`src/rtl/snorm_pkg.sv`:
```
// Shared constants for the score list normalizer.
// Used by the front end, the job queue, the back end and the top level.
// No dependencies.
package snorm_pkg;

  localparam int DEFAULT_MAX_ITEMS = 64;
  localparam int SCORE_W           = 32;
  localparam int FRAC_W            = 16;

  // Min-max constants: result = (2^16*(r + 99*d) + 50*r) / (100*r).
  localparam int MM_SCALE   = 100;
  localparam int MM_SPAN    = 99;
  localparam int MM_ROUND   = 50;
  localparam int MM_Q_BITS  = 17;
  localparam int MM_W       = 57;
  localparam logic [SCORE_W-1:0] MM_HALF = 32'h0000_8000;

  // Z-score root search produces this many quotient bits.
  localparam int Z_K_BITS = 22;

  localparam logic MODE_MINMAX = 1'b0;
  localparam logic MODE_ZSCORE = 1'b1;

endpackage

```
`src/rtl/snorm_fifo.sv`:
```
// Two-entry job queue between the front end and the back end.
// Depends on snorm_pkg only for house consistency of imports.
module snorm_fifo #(
  parameter int WIDTH = 8
) (
  input  logic             clk,
  input  logic             rst,
  input  logic             push,
  input  logic [WIDTH-1:0] din,
  output logic             full,
  input  logic             pop,
  output logic [WIDTH-1:0] dout,
  output logic             empty
);
  import snorm_pkg::*;

  logic [WIDTH-1:0] slots [2];
  logic             wptr, rptr;
  logic [1:0]       fill;

  assign full  = fill == 2'd2;
  assign empty = fill == 2'd0;
  assign dout  = slots[rptr];

  always_ff @(posedge clk) begin
    if (push && !full) begin
      slots[wptr] <= din;
    end
  end

  always_ff @(posedge clk) begin
    if (rst) begin
      wptr <= 1'b0;
      rptr <= 1'b0;
      fill <= 2'd0;
    end else begin
      if (push && !full) begin
        wptr <= !wptr;
      end
      if (pop && !empty) begin
        rptr <= !rptr;
      end
      fill <= fill + {1'b0, push && !full} - {1'b0, pop && !empty};
    end
  end

endmodule

```
`config.mk`:
```
export PLATFORM = sky130hd
export DESIGN_NAME = snorm_fifo
export DESIGN_NICKNAME = d
export VERILOG_FILES = /design/src/rtl/snorm_pkg.sv /design/src/rtl/snorm_fifo.sv
export SDC_FILE = /design/constraint.sdc
export NUM_CORES = 1
export LEC_CHECK = 0
export BUFFER_PORTS_ARGS = -buffer_cell sky130_fd_sc_hd__buf_2
export CAP_MARGIN = 20
export CELL_PAD_IN_SITES_DETAIL_PLACEMENT = 1
export CELL_PAD_IN_SITES_GLOBAL_PLACEMENT = 1
export CORE_ASPECT_RATIO = 1.4
export CORE_MARGIN = 4
export CORE_UTILIZATION = 35
export DETAILED_ROUTE_END_ITERATION = 16
export PLACE_DENSITY = 0.64
export SLEW_MARGIN = 25
export SYNTH_ARGS = -nofsm -noshare
export SYNTH_HDL_FRONTEND = slang
export SYNTH_SLANG_ARGS = --single-unit
```
`constraint.sdc`:
```
create_clock -name clk -period 2.2 [get_ports clk]
set_clock_uncertainty 0.15 [all_clocks]
set_input_delay 0.22 -clock clk [delete_from_list [all_inputs] [get_ports clk]]
set_output_delay 0.22 -clock clk [all_outputs]
set_load 0.02 [all_outputs]
```
# ---- Word level (Yosys, flattened, before mapping)
# Memories as Yosys holds them, arrays and structs flattened. A register that Yosys moved wholly into a read port is not among the register bits.
# Cells that the tools add are included.
dict set report totals {
  ff_bits 4
  mem_bits_rw 16
  out_inout_bits 10
  wordCells 18
  memories 1
}
# name words width rd rd_ports_with_merged_regs wr line_no
set memory_table {}
lappend memory_table {slots 2 8 1 1 1 snorm_fifo.sv:17} ;# logic [WIDTH-1:0] slots [2];
dict set report classes {
  add_sub_neg 2
  n_eq_ne 1
  muxes 4
  reduce_logical 7
}
# op n
set ops {}
lappend ops {{$logic_not 1->1} 4}
lappend ops {{$mux 1} 4}
lappend ops {{$add 2x1->2} 1}
lappend ops {{$eq 2x2->1 const B} 1}
lappend ops {{$logic_and 1x1->1} 2}
lappend ops {{$logic_not 2->1} 1}
lappend ops {{$sub 2x1->2} 1}

# ---- Longest topological paths before layout
dict set report depth {
  ltp_word 5
  mapped_depth 8
  depth_no_buf 8
}

# ---- Least setup slack after synthesis
# OpenSTA, ideal clock, no wires.
dict set report synth_path {
  path_type {reg-to-reg}
  from {register fill[1]}
  to {register fill[1]}
  setup_ps 78
  t_arrival_ps 1400
  t_required_ps 1972
  slack_ps 572
  stages_incl_launch_ff 8
  n_path_buf 0
  path_cell_list {dfxtp_1 -> o21a_2 -> ha_1 -> inv_1 -> ha_1 -> xor2_1 -> and2_1 -> nor3_1}
}
dict set report synth_between {
  elab_chain_cells 5
}
# element line_no
set synth_lines {}
lappend synth_lines {{start: declaration} snorm_fifo.sv:19} ;# logic [1:0] fill;
lappend synth_lines {{start signal: assignment} snorm_fifo.sv:43} ;# fill <= fill + {1'b0, push && !full} - {1'b0, pop && !empty};
lappend synth_lines {{$eq 2x2->1} snorm_fifo.sv:21} ;# assign full = fill == 2'd2;
lappend synth_lines {{$logic_not 1->1} snorm_fifo.sv:43}
lappend synth_lines {{$logic_and 1x1->1} snorm_fifo.sv:43}
lappend synth_lines {{$add 2x1->2} snorm_fifo.sv:43}
lappend synth_lines {{$sub 2x1->2 *} snorm_fifo.sv:43}
# Mark *: on every way between the ends. The rest lies on a longest branch, timed or not.
# A chain may end at the register's enable or synchronous reset.

==> out/qor.yml <==
status: "completed"
mostFrequentLayoutCells: "buf_2, edfxtp_1, dlygate4sd3_1, mux2_1, dfxtp_1"
hold_path.class: "input port to register"
hold_depth: 4
seq_area_frac_synth_pct: 71.60
post_drt_wl_per_cell_um: 12.66
die_h_um: 64.95
clk_pin_slew_worst_paths_ns: 0.11
r2r_start: "fill[1]$_SDFF_PP0_"
routed_wl_um: 1355
powerDensity_nw_per_um2: 1074
setup_viol_count_final: 0
grt-ovfl-total: 0
cp-start-kind: "register"
ios: 22
grt_pass1_wl_um: 2277
synth.distinct_cells: 21
cp_max_fo: 8
drv_slew: 0
die-area_um2: 3161
crit_path_top_delay_cell: "dfxtp_1"
hold_viol: 0
placedInstanceArea_um2: 938.4
grt_pass1_vias: 520
via_per_inst: 4.822
period_share_pct: 80.39
grt_max_degree: 14
port_buffers: 21
cts_sinks: 21
layout_commonest_cell: "buf_2"
cts_tree: "built"
cp.arrival_ns: 1.40
area_growth_pct: 30.56
die_x_um: 48.68
drv_cap: 0
syn_area_um2: 810.8
rsz0062_at_grt: "false"
cts_made_buffers: 3
drc: 0
period_minus_slack_ns: 1.768
syn-num-nets: 66
worstSkewPairLatency_ns: 0.30
start_util_pct: 36.82
ctsResizeCount: 0
num_vias: 516
grt_antenna_before_repair: 0
max_freq_mhz: 565.5
worstPathRequired_ns: 1.83
post-cts-setup-buffers: 0
tightest_slew_ns: 0.3730
holdPathEnd: "wptr$_SDFFE_PP0P_"
grtUsageTotal_pct: 9.561
synthCells: 52
diodes: 0
yosysWarnings: 0
slew_headroom_pct: 75.10
num_rows: 20
reg2reg_setup_slack_ns: 0.45
drtIter0Drc: 8
end_kind: "primary output"
h-tree-depth: 1
crit_chain: "mux2_2 -> buf_2"
core_area_um2: 2202
hold_start: "push"
drive_gt1_share_pct: 37.65
cts_buffer_depth: 2
peakVddDrop_v: 0.0005227
dpl.hpwl_um: 986.5
postRouteAntennaNets: 0
nets: 100
p_leak_nw: 0.4392
crit_type: "register to primary output"
rr_worst_depth: 7
tns_ns: 0
cts_root_buffer: "clkbuf_4"
avgSynthCellArea_um2: 15.59
cpPeakStageDelay_ns: 0.56
first_pass_iters: 3
ys_ff_latch: 21
stdcell_area_um2: 1059
globalplace.congestion: 0.6387
timing.rr.end: "fill[1]$_SDFF_PP0_"
==> worst max-delay path by stage <==
stage / from / endpoint / cells after the start
after floorplan: fill[1]$_SDFF_PP0_ / fill[1]$_SDFF_PP0_ / 7
after global placement: fill[1]$_SDFF_PP0_ / fill[1]$_SDFF_PP0_ / 7
after detailed placement: fill[1]$_SDFF_PP0_ / fill[1]$_SDFF_PP0_ / 7
after CTS: register / dout[7] / 2
after global routing: register / dout[0] / 2
final: register / dout[7] / 2
==> timing repair <==
action,CTS,global route
hold endpoints to repair,21,0
hold buffers,9,0
setup endpoints to repair,0,0
==> report_power, final <==
group	internal [mW]	leakage (nW)	switching [mW]	total, mW
sequential	0.512	0.191	0.0533	0.566
clock	0.0692	0.0139	0.112	0.181
combinational	0.173	0.235	0.217	0.390
==> logic make-up (layout without fill, tap and decap cells) <==
family,after synthesis,after routing,synth area share [%]
adders and majority gates,2,2,3.086
buffers and inverters,5,38,2.468
muxes,8,8,11.11
DFF,21,21,71.61
and+or+nand+nor,11,11,7.254
xor gates and xnor gates,2,2,2.161
AOI/OAI and AO/OA,3,3,2.314
==> metrics by stage <==
stage / utilization (%) / instances / power (mW) / hold slack, ns / worst slack, ns
global route: 48.07 / 107 / 1.218 / 0.1713 / 0.3348
floorplan: - / 52 / 0.8425 / 0.1391 / 0.5719
CTS: 48.07 / 107 / 1.162 / 0.1365 / 0.3697
global placement: 42.61 / 94 / 0.9504 / 0.2595 / 0.5140
detailed placement: 42.61 / 94 / 0.9628 / 0.2640 / 0.4416
finish: 48.07 / 107 / 1.137 / 0.1464 / 0.4315
==> Yosys cell counts <==
library cell	number	area, um2
xor2_1	1	8.760
buf_2	1	5.000
nand2_1	1	3.750
and3_2	1	7.510
o21ai_0	1	5.000
nand2b_2	1	8.760
o21a_2	1	8.760
a21oi_1	1	5.000
xnor2_1	1	8.760
mux2_1	5	56.30
inv_1	3	11.26
or3_1	1	6.260
dfxtp_1	5	100.1
nor3_1	1	5.000
inv_2	1	3.750
and2_1	1	6.260
edfxtp_1	16	480.5
nor2_1	4	15.01
nor2b_1	1	6.260
mux2_2	3	33.78
ha_1	2	25.02
==> critical path, delay by kind of cell (launching register included) <==
family	cells	cell delay [ns]
DFF	1	0.56
muxes	1	0.38
buffers and inverters	1	0.16
==> flip-flops by register name (all words and copies together), names as in the netlist, named ones only <==
register / cells
fill: 2
rptr: 1
slots: 16
wptr: 1
==> per-layer routing <==
| metal | part of all wire [%] | GRT usage, % | vias to the layer above |
|---|---|---|---|
| li1 | - | - | 251 |
| met1 | 39 | 10.25 | 247 |
| met2 | 53 | 15.85 | 16 |
| met3 | 6.6 | 2.529 | 2 |
| met4 | 1.3 | 7.071 | 0 |
| met5 | 0 | 0 | - |
==> layout make-up <==
cell class                 count  area, um2
clock buffer                   3      22.52
clock inverter                 1      7.507
fill                         238       1144
inverter                       4      15.01
multi-input combinational     26      210.2
sequential                    21      580.6
tap                           22      27.53
timing repair buffer          30      195.2
No activity file was read; power rests on OpenSTA's default activity.
