==> config.mk <==
export PLATFORM = sky130hd
export DESIGN_NAME = snorm_front
export DESIGN_NICKNAME = d
export VERILOG_FILES = /design/src/rtl/snorm_pkg.sv /design/src/rtl/snorm_front.sv
export SDC_FILE = /design/constraint.sdc
export NUM_CORES = 1
export LEC_CHECK = 0
export ABC_AREA = 0
export BUFFER_PORTS_ARGS = -buffer_cell sky130_fd_sc_hd__buf_2
export CORE_ASPECT_RATIO = 0.5
export CORE_MARGIN = 8
export CORE_UTILIZATION = 61
export CTS_CLUSTER_DIAMETER = 150
export DETAILED_ROUTE_END_ITERATION = 16
export GPL_TIMING_DRIVEN = 0
export PLACE_DENSITY_LB_ADDON = 0.12
export SYNTH_ARGS = -nofsm -noshare
export SYNTH_HDL_FRONTEND = slang
export SYNTH_SLANG_ARGS = --single-unit
==> constraint.sdc <==
create_clock -name clk -period 6.2 [get_ports clk]
set_input_delay 0.93 -clock clk [delete_from_list [all_inputs] [get_ports clk]]
set_output_delay 0.93 -clock clk [all_outputs]
set_load 0.05 [all_outputs]
==> src/rtl/snorm_pkg.sv <==
// Shared constants for the score list normalizer.
// Used by the front end, the job queue, the back end and the top level.
// No dependencies.
package snorm_pkg;

  localparam int DEFAULT_MAX_ITEMS = 64;
  localparam int SCORE_W           = 32;
  localparam int FRAC_W            = 16;

  // Min-max constants: result = (2^16*(r + 99*d) + 50*r) / (100*r).
  localparam int MM_SCALE   = 100;
  localparam int MM_SPAN    = 99;
  localparam int MM_ROUND   = 50;
  localparam int MM_Q_BITS  = 17;
  localparam int MM_W       = 57;
  localparam logic [SCORE_W-1:0] MM_HALF = 32'h0000_8000;

  // Z-score root search produces this many quotient bits.
  localparam int Z_K_BITS = 22;

  localparam logic MODE_MINMAX = 1'b0;
  localparam logic MODE_ZSCORE = 1'b1;

endpackage

==> src/rtl/snorm_front.sv <==
// Front end of the score list normalizer: accepts score words, stores them,
// tracks the list statistics and queues one job per finished list.
// Depends on snorm_pkg.
module snorm_front #(
  parameter int MAX_ITEMS = snorm_pkg::DEFAULT_MAX_ITEMS,
  localparam int CNT_W = $clog2(MAX_ITEMS + 1),
  localparam int AW    = $clog2(MAX_ITEMS),
  localparam int SUM_W = 31 + CNT_W,
  localparam int JOB_W = SUM_W + CNT_W + 66
) (
  input  logic                            clk,
  input  logic                            rst,
  input  logic                            s_axis_tvalid,
  output logic                            s_axis_tready,
  input  logic [snorm_pkg::SCORE_W-1:0]   s_axis_tdata,   // raw_score
  input  logic                            s_axis_tlast,
  input  logic                            cfg_wr_en,
  input  logic [0:0]                      cfg_wr_data,
  output logic                            wr_en,
  output logic [AW-1:0]                   wr_addr,
  output logic [snorm_pkg::SCORE_W-1:0]   wr_data,
  output logic                            job_push,
  output logic [JOB_W-1:0]                job_data,
  input  logic                            job_full,
  input  logic                            list_done
);
  import snorm_pkg::*;

  logic [CNT_W-1:0]         count, count_next;
  logic signed [SCORE_W-1:0] rmin, rmin_next, rmax, rmax_next, x;
  logic signed [SUM_W-1:0]  rsum, rsum_next;
  logic                     ovf, ovf_next, waiting, norm_mode, room, accept;

  assign s_axis_tready = !waiting && !job_full;
  assign accept        = s_axis_tvalid && s_axis_tready;
  assign x             = signed'(s_axis_tdata);
  assign room          = count < CNT_W'(MAX_ITEMS);

  always_comb begin
    count_next = room ? count + 1'b1 : count;
    rmin_next  = (room && x < rmin) ? x : rmin;
    rmax_next  = (room && x > rmax) ? x : rmax;
    rsum_next  = room ? rsum + SUM_W'(x) : rsum;
    ovf_next   = ovf | !room;
  end

  assign wr_en    = accept && room;
  assign wr_addr  = count[AW-1:0];
  assign wr_data  = s_axis_tdata;
  assign job_push = accept && s_axis_tlast;
  assign job_data = {norm_mode, ovf_next, count_next, rmin_next, rmax_next, rsum_next};

  always_ff @(posedge clk) begin
    if (rst) begin
      count     <= '0;
      rmin      <= 32'sh7FFF_FFFF;
      rmax      <= 32'sh8000_0000;
      rsum      <= '0;
      ovf       <= 1'b0;
      waiting   <= 1'b0;
      norm_mode <= MODE_MINMAX;
    end else begin
      if (cfg_wr_en) begin
        norm_mode <= cfg_wr_data[0];
      end
      if (accept) begin
        if (s_axis_tlast) begin
          // The list is handed to the back end; start clean for the next one.
          count   <= '0;
          rmin    <= 32'sh7FFF_FFFF;
          rmax    <= 32'sh8000_0000;
          rsum    <= '0;
          ovf     <= 1'b0;
          waiting <= 1'b1;
        end else begin
          count <= count_next;
          rmin  <= rmin_next;
          rmax  <= rmax_next;
          rsum  <= rsum_next;
          ovf   <= ovf_next;
        end
      end
      if (list_done) begin
        waiting <= 1'b0;
      end
    end
  end

endmodule

Yosys cells after proc, flatten, opt, wreduce, memory -nomap -nowiden
Index checks and enable logic that the tools add are counted.

word-level totals
  bits of input ports = 40
  register bits = 112
  output and inout bits = 152
  word-level logic and storage cells = 33

operators by class
  magnitude comparators = 3
  bitwise operators = 1
  reductions and logical operators = 11
  $add $sub $neg = 2
  muxes and demuxes = 9

operators with widths
  kind                                                            number
  32-bit two-way mux                                              4
  38-bit two-way mux                                              2
  38-bit by 32-bit adder with 38-bit output                       1
  32-bit greater-than comparator                                  1
  32-bit less-than comparator                                     1
  7-bit two-way mux                                               2
  7-bit by 1-bit adder with 7-bit output (second input constant)  1
  7-bit less-than comparator (second input constant)              1
  1-bit logical AND                                               6
  1-bit logical NOT                                               3
  2-bit AND reduction                                             1
  2-bit OR reduction                                              1
  1-bit two-way mux                                               1
  1-bit OR                                                        1

Longest topological paths before layout
Gate-level depths: netlist of run 1.

  depth in word-level cells = 4
  gate-level depth with buffers = 14
  gate-level depth less buffers = 11

Worst setup path after synthesis of run 1
Ideal clock, no wire load.

  path kind = input port to output port
  from = input port s_axis_tdata[0] in the netlist's numbering
  to = output port job_data[34]
  stages on the path = 11
  setup slack = 0.985 ns
  arrival = 4.285 ns
  required time = 5.270 ns
  path buffers = 0
  cell sequence = ha_1 -> fa_1 -> a211oi_1 -> o21ai_1 -> a21oi_1 -> o211ai_1 -> a41oi_1 -> nor2_1 -> o21ai_1 -> a21oi_1 -> a311oi_1

between the ends
  word-level cells in the longest chain between the ends = 2

RTL lines
  item                                       line               RTL
  from (decl)                                snorm_front.sv:15  input logic [snorm_pkg::SCORE_W-1:0] s_axis_tdata,
  38-bit by 32-bit adder with 38-bit output  snorm_front.sv:43  rsum_next = room ? rsum + SUM_W'(x) : rsum;
  38-bit two-way mux                         snorm_front.sv:43
  to (decl)                                  snorm_front.sv:23  output logic [JOB_W-1:0] job_data,

Every way passes these cells.

Worst setup path after layout of run 1
Same ends and word-level chain as after synthesis.

==> flow_summary_export.csv, run 1 <==
group,metric,value,unit
status,status,"finished clean",
floorplanning,io_pins,192,
final_layout,nets,1551,
synthesis,ys_seq_area_frac,0.241,
synthesis,synth_area_leaders,"dfxtp_1 24%, ha_1 14%, nand2_1 5.8%",
final_layout,syn2layout_area_growth,16.3,%
worst_setup_path,reg2reg_slack,2760,ps
placement,place_ws,885,ps
sta,final.setup.worst_slack,781,ps
grt,grt_max_degree,19,
worst_setup_path,cp_slowest_cell,"fa_1",
grt,grt_pass1_vias,8860,
sta,hold_viol,0,
sta,fin_crit_sh,0.874,
sta,clock.fmax,0.185,GHz
final_layout,final_common_cell,"buf_2",
worst_setup_path,crit_required,5270,ps
pwr,p_sw_frac,0.438,
floorplanning,fp.coreArea,15100,µm²
worst_hold_path,min_to,"rsum[28]",
worst_setup_path,path_class,"in -> out",
worst_setup_path,crit_fanout,7,
sta,tns,0,ps
clock_network,clk_latency,360,ps
worst_setup_path,r2r_start,"rsum[0]",
sta,holdWs,474,ps
synthesis,ys_warn_count,0,
worst_setup_path,slowest_delay,440,ps
clock_network,cts_buffers,9,
clock_network,path_clk_slew,70,ps
clock_network,cts-root-buf,"clkbuf_16",
floorplanning,dieHeight,103,µm
pwr,pwr-share-clk,0.259,
pwr,power.share.sequential,0.321,
grt,grt_overflow,0,
synthesis,synthDistinctLibCells,67,
pwr,switchingPower,1.05,mW
pwr,leakage,4.97,nW
grt,grt_pass1_wl,47400,µm
final_layout,diodes,0,
sta,worstMarginPinSlew,920,ps
floorplanning,die-area,19700,µm²
placement,io_buffers,191,
routing,wl_per_cell,18.7,µm
clock_network,ctsHoldBuffers,0,
sta,drv_slew,0,
synthesis,synth_edf_count,0,
routing,drtPass1Iterations,8,
worst_setup_path,crit_family,"compound AO/OA/AOI/OAI gates",
routing,route.detailed.drc,0,
final_layout,fin_area,10800,µm²
clock_network,cts.sinks,112,
grt,grt_use_total,0.301,
synthesis,syn_nets,1349,
routing,drtIter0Drc,1059,
worst_hold_path,hold_path.class,"reg -> reg",
clock_network,cts_tree,"done",
sta,post-route-min-period,5420,ps
placement,dp_hpwl,23900,µm
synthesis,synth.cell_area,9290,µm²
floorplanning,start_util,0.614,
floorplanning,die_x,191,µm
final_layout,layout_common_cells,"200 x buf_2, 144 x nand2_1, 112 x dfxtp_1, 101 x ha_1, 95 x a21oi_1",
clock_network,max-clock-path-buffers,2,
worst_setup_path,crit_path_end_kind,"output pin",
worst_setup_path,worstRegToRegCells,11,
synthesis,synth_largest_area_cell,"dfxtp_1",
placement,dp.cells,1602,
final_layout,final_util,0.714,
floorplanning,rows,32,
final_layout,fin_cells,1618,
worst_hold_path,hold_depth,2,
synthesis,ys_async_sr_fraction,0,
synthesis,synth_top_area_frac,0.241,
worst_setup_path,critPathLaunchType,"primary input",
worst_setup_path,path_buf_inv,2,
routing,wl,30300,µm
sta,max_slew_margin,0.383,
pwr,p_per_area,223,nW/µm²
worst_setup_path,crit_arrival,4490,ps
synthesis,syn_inst,1207,
routing,ant_nets,0,
pwr,p_comb_frac,0.420,
clock_network,post_cts_buffers,0,
placement,place_area,10500,µm²
synthesis,syn_avg_cell_area,7.69,µm²
final_layout,drive_gt1_frac,0.202,
placement,gp_congestion,0.967,
sta,rsz0062_at_grt,"false",
sta,setup_viol,0,
routing,via_count,9725,
clock_network,h-tree-depth,3,
synthesis,ys.flop_type,"dfxtp_1",
sta,finClkSkew,12.5,ps
synthesis,ys_seq_elements,112,
pwr,peakVddDrop,140,µV
worst_setup_path,path_cells,"buf_2 > ha_1 > fa_1 > a211oi_1 > o21ai_1 > a21oi_1 > o211ai_1 > a41oi_1 > nor2_1 > o21ai_1 > a21oi_1 > a311oi_1 > buf_2",
routing,via_per_inst,6.01,
pwr,p_int,1.35,mW
worst_hold_path,hold_path.startpoint,"rsum[28]",
flow_run,maxCapViolations,0,
pwr,total_power,2.41,mW
grt,antenna_found_initial,0,
clock_network,cts_resized,0,
worst_setup_path,r2r_end,"rsum[36]",
worst max path at each step:
stage | startpoint | end | slack [ps] | depth (start not counted)
CTS | s_axis_tdata[0] | job_data[34] | 880 | 13
global route | s_axis_tdata[0] | job_data[34] | 600 | 13
finish | s_axis_tdata[0] | job_data[34] | 780 | 13
floorplan | s_axis_tdata[0] | job_data[34] | 990 | 11
global placement | s_axis_tdata[0] | job_data[34] | 910 | 13
detailed placement | s_axis_tdata[0] | job_data[34] | 890 | 13
worst reg2reg max path: stages (launching register included):
cell,delay (ps)
dfxtp_1,330
ha_1,230
fa_1,440
a211oi_1,340
o21ai_1,170
a21oi_1,340
nor4_1,130
a211o_1,320
a31oi_1,500
o31ai_1,200
xnor2_1,220
o21ai_1,100
logic make-up (layout without fill, tap and decap cells):
kind of cell    after synthesis  after routing  synth area share
compound gates              397            397             0.278
simple gates                326            326             0.160
buf+inv                     193            400            0.0994
flops                       112            112             0.241
fa+ha+maj                   102            102             0.138
xor+xnor                     39             39            0.0368
mux                          38             38            0.0458
layout make-up:
| cell class | instances | area [µm²] |
|---|---|---|
| flip-flops and latches | 112 | 2240 |
| clock buffers | 11 | 243 |
| well taps | 204 | 255 |
| clock inverters | 5 | 62.6 |
| multi-input cells | 902 | 6120 |
| inverters | 74 | 278 |
| fillers | 1275 | 4330 |
| repair buffers | 191 | 956 |
| plain buffers | 119 | 646 |
power by group through the flow:
stage	combinational, mW	sequential [mW]	clock (mW)
6_report	1.01	0.774	0.624
2_1_floorplan	0.748	0.784	0
4_1_cts	1.00	0.773	0.623
3_5_place_dp	0.997	0.790	0
3_3_place_gp	0.985	0.789	0
5_1_grt	1.08	0.777	0.651
flip-flops by register name, summed over array words and instances, names as in the netlist:
register	flops
ovf	1
waiting	1
rsum	38
norm_mode	1
count	7
rmax	32
rmin	32
routing by layer:
| metal | vias to the layer above | GRT usage | wire (µm) |
|---|---|---|---|
| met3 | 29 | 0.0696 | 3970 |
| met2 | 492 | 0.416 | 11600 |
| met1 | 4501 | 0.461 | 14400 |
| met4 | 0 | 0.0557 | 316 |
| li1 | 4703 | - | - |
| met5 | - | 0 | 0 |
cells in the mapped netlist, types with 2 or more instances:
library cell	n
nor2_1	72
clkbuf_1	56
o211ai_1	36
nor2b_1	8
o311ai_1	2
xnor2_1	20
o21a_1	6
a211oi_1	4
nand4_1	52
a31oi_1	10
a21oi_1	95
a22oi_1	20
mux2i_1	2
and2_1	3
nand2b_1	4
or3_1	3
a2bb2oi_1	6
nor3b_1	2
nor3_1	5
o21ai_1	57
xor2_1	19
nor4_1	3
o2111ai_1	3
dfxtp_1	112
o21ai_0	54
buf_1	8
and3_1	4
mux2_2	6
buf_6	4
ha_1	101
or2_2	4
buf_2	9
buf_4	42
nand2_1	144
a211o_1	32
a21o_1	41
inv_1	73
a21o_2	2
nand3_1	15
a21oi_2	2
a221o_1	2
o21bai_1	10
mux2_1	30
No activity file was read; power rests on OpenSTA's default activity.
==> run 2, diff against run 1 <==
- BUFFER_PORTS_ARGS: -buffer_cell sky130_fd_sc_hd__buf_2 -> -buffer_cell sky130_fd_sc_hd__buf_4
==> flow_summary_export.csv, run 2 (same netlist as run 1, synthesis figures left out) <==
group,metric,value,unit
final_layout,final_common_cell,"buf_4",
sta,rsz0062_at_grt,"false",
worst_setup_path,critPathLaunchType,"primary input",
worst_setup_path,worstRegToRegCells,11,
placement,gp_congestion,0.975,
grt,grt_max_degree,19,
pwr,p_per_area,222,nW/µm²
sta,setup_viol,0,
grt,grt_use_total,0.303,
routing,via_count,9904,
clock_network,h-tree-depth,3,
clock_network,cts.sinks,112,
clock_network,post_cts_buffers,0,
clock_network,max-clock-path-buffers,2,
final_layout,drive_gt1_frac,0.202,
sta,max_slew_margin,0.396,
routing,route.detailed.drc,0,
floorplanning,fp.coreArea,15100,µm²
routing,wl_per_cell,19.2,µm
worst_setup_path,r2r_start,"rsum[0]",
sta,worstMarginPinSlew,902,ps
worst_setup_path,cp_slowest_cell,"fa_1",
routing,wl,31000,µm
worst_hold_path,hold_path.class,"reg -> reg",
routing,drtIter0Drc,897,
floorplanning,dieHeight,103,µm
placement,io_buffers,191,
worst_setup_path,path_class,"in -> out",
placement,dp_hpwl,24300,µm
flow_run,maxCapViolations,0,
grt,grt_pass1_vias,9068,
floorplanning,rows,32,
worst_hold_path,hold_depth,2,
worst_setup_path,crit_path_end_kind,"output pin",
sta,post-route-min-period,5240,ps
worst_setup_path,r2r_end,"rsum[36]",
routing,drtPass1Iterations,7,
floorplanning,die_x,191,µm
grt,grt_pass1_wl,47800,µm
worst_setup_path,crit_arrival,4310,ps
sta,clock.fmax,0.191,GHz
final_layout,largest_register_ffs,38,
worst_setup_path,slowest_delay,430,ps
floorplanning,io_pins,192,
floorplanning,die-area,19700,µm²
final_layout,diodes,0,
sta,holdWs,475,ps
final_layout,nFillCells,1224,
pwr,peakVddDrop,130,µV
clock_network,cts_tree,"done",
floorplanning,start_util,0.614,
clock_network,ctsHoldBuffers,0,
final_layout,regArea,2240,µm²
worst_hold_path,min_to,"rsum[30]",
final_layout,syn2layout_area_growth,21.6,%
status,status,"finished clean",
worst_setup_path,path_cells,"buf_4 > ha_1 > fa_1 > a211oi_1 > o21ai_1 > a21oi_1 > o211ai_1 > a41oi_1 > nor2_1 > o21ai_1 > a21oi_1 > a311oi_1 > buf_4",
sta,fin_crit_sh,0.845,
worst_hold_path,hold_path.startpoint,"rsum[30]",
grt,grt_overflow,0,
final_layout,final_util,0.746,
grt,antenna_found_initial,0,
routing,ant_nets,0,
final_layout,top_register,"rsum",
worst_setup_path,crit_required,5270,ps
clock_network,cts_buffers,9,
final_layout,reg_top3,"rsum (38), rmax (32), rmin (32)",
final_layout,multiInputGateArea,6120,µm²
sta,finClkSkew,9.22,ps
final_layout,nets,1551,
clock_network,clk_latency,360,ps
worst_setup_path,crit_fanout,7,
worst_setup_path,reg2reg_slack,2740,ps
sta,tns,0,ps
clock_network,path_clk_slew,80,ps
clock_network,cts-root-buf,"clkbuf_16",
routing,via_per_inst,6.12,
pwr,leakage,5.14,nW
sta,hold_viol,0,
clock_network,cts_resized,0,
final_layout,layout_common_cells,"233 x buf_4, 144 x nand2_1, 112 x dfxtp_1, 101 x ha_1, 95 x a21oi_1",
sta,drv_slew,0,
## run 2: cell types whose count changed in the layout (fill, tap and decap cells not counted), sizes merged
cell,previous run,this run
clkinv,1,0
clkbuf,67,68
## run 2: area by class of cell
cell class | instances | share of cell area
plain buffers | 119 | 0.0572
clock buffers | 12 | 0.0227
clock inverters | 4 | 0.00532
inverters | 74 | 0.0246
multi-input cells | 902 | 0.542
flip-flops and latches | 112 | 0.199
well taps | 204 | 0.0226
repair buffers | 191 | 0.127
## run 2: how the worst max path moves through the flow
stage	startpoint	end	slack, ps	cells after the start
detailed placement	s_axis_tdata[0]	job_data[30]	1060	13
global placement	s_axis_tdata[0]	job_data[34]	1020	13
finish	s_axis_tdata[0]	job_data[34]	960	13
floorplan	s_axis_tdata[0]	job_data[34]	990	11
global route	s_axis_tdata[0]	job_data[34]	780	13
CTS	s_axis_tdata[0]	job_data[30]	1040	13
## run 2: worst max-delay path, delay by kind of cell
family	cells	cell delay, ps
AND/OR/NAND/NOR	1	140
buffers and inverters	2	410
AO/OA/AOI/OAI	8	2140
adder cells (fa/ha/maj)	2	690
## run 2: power by group
part / switching [mW] / total (mW) / internal [mW]
Clock: 0.301 / 0.643 / 0.343
Sequential: 0.0204 / 0.774 / 0.754
Combinational: 0.750 / 1.08 / 0.335
Total: 1.07 / 2.50 / 1.43
## run 2: metrics by stage
stage	instances	power [mW]	area, µm²	setup slack (ps)
after floorplan	1207	1.53	9290	985
after global placement	1602	1.84	11000	1020
after detailed placement	1602	1.86	11000	1060
after CTS	1618	2.49	11300	1040
after global routing	1618	2.59	11300	777
final	1618	2.50	11300	960
## run 2: per-layer routing
layer	vias up	wire [µm]	GRT usage
met3	36	4160	0.0686
met4	0	282	0.0498
met1	4555	14300	0.453
met5	-	0	0
met2	598	12300	0.438
li1	4715	-	-
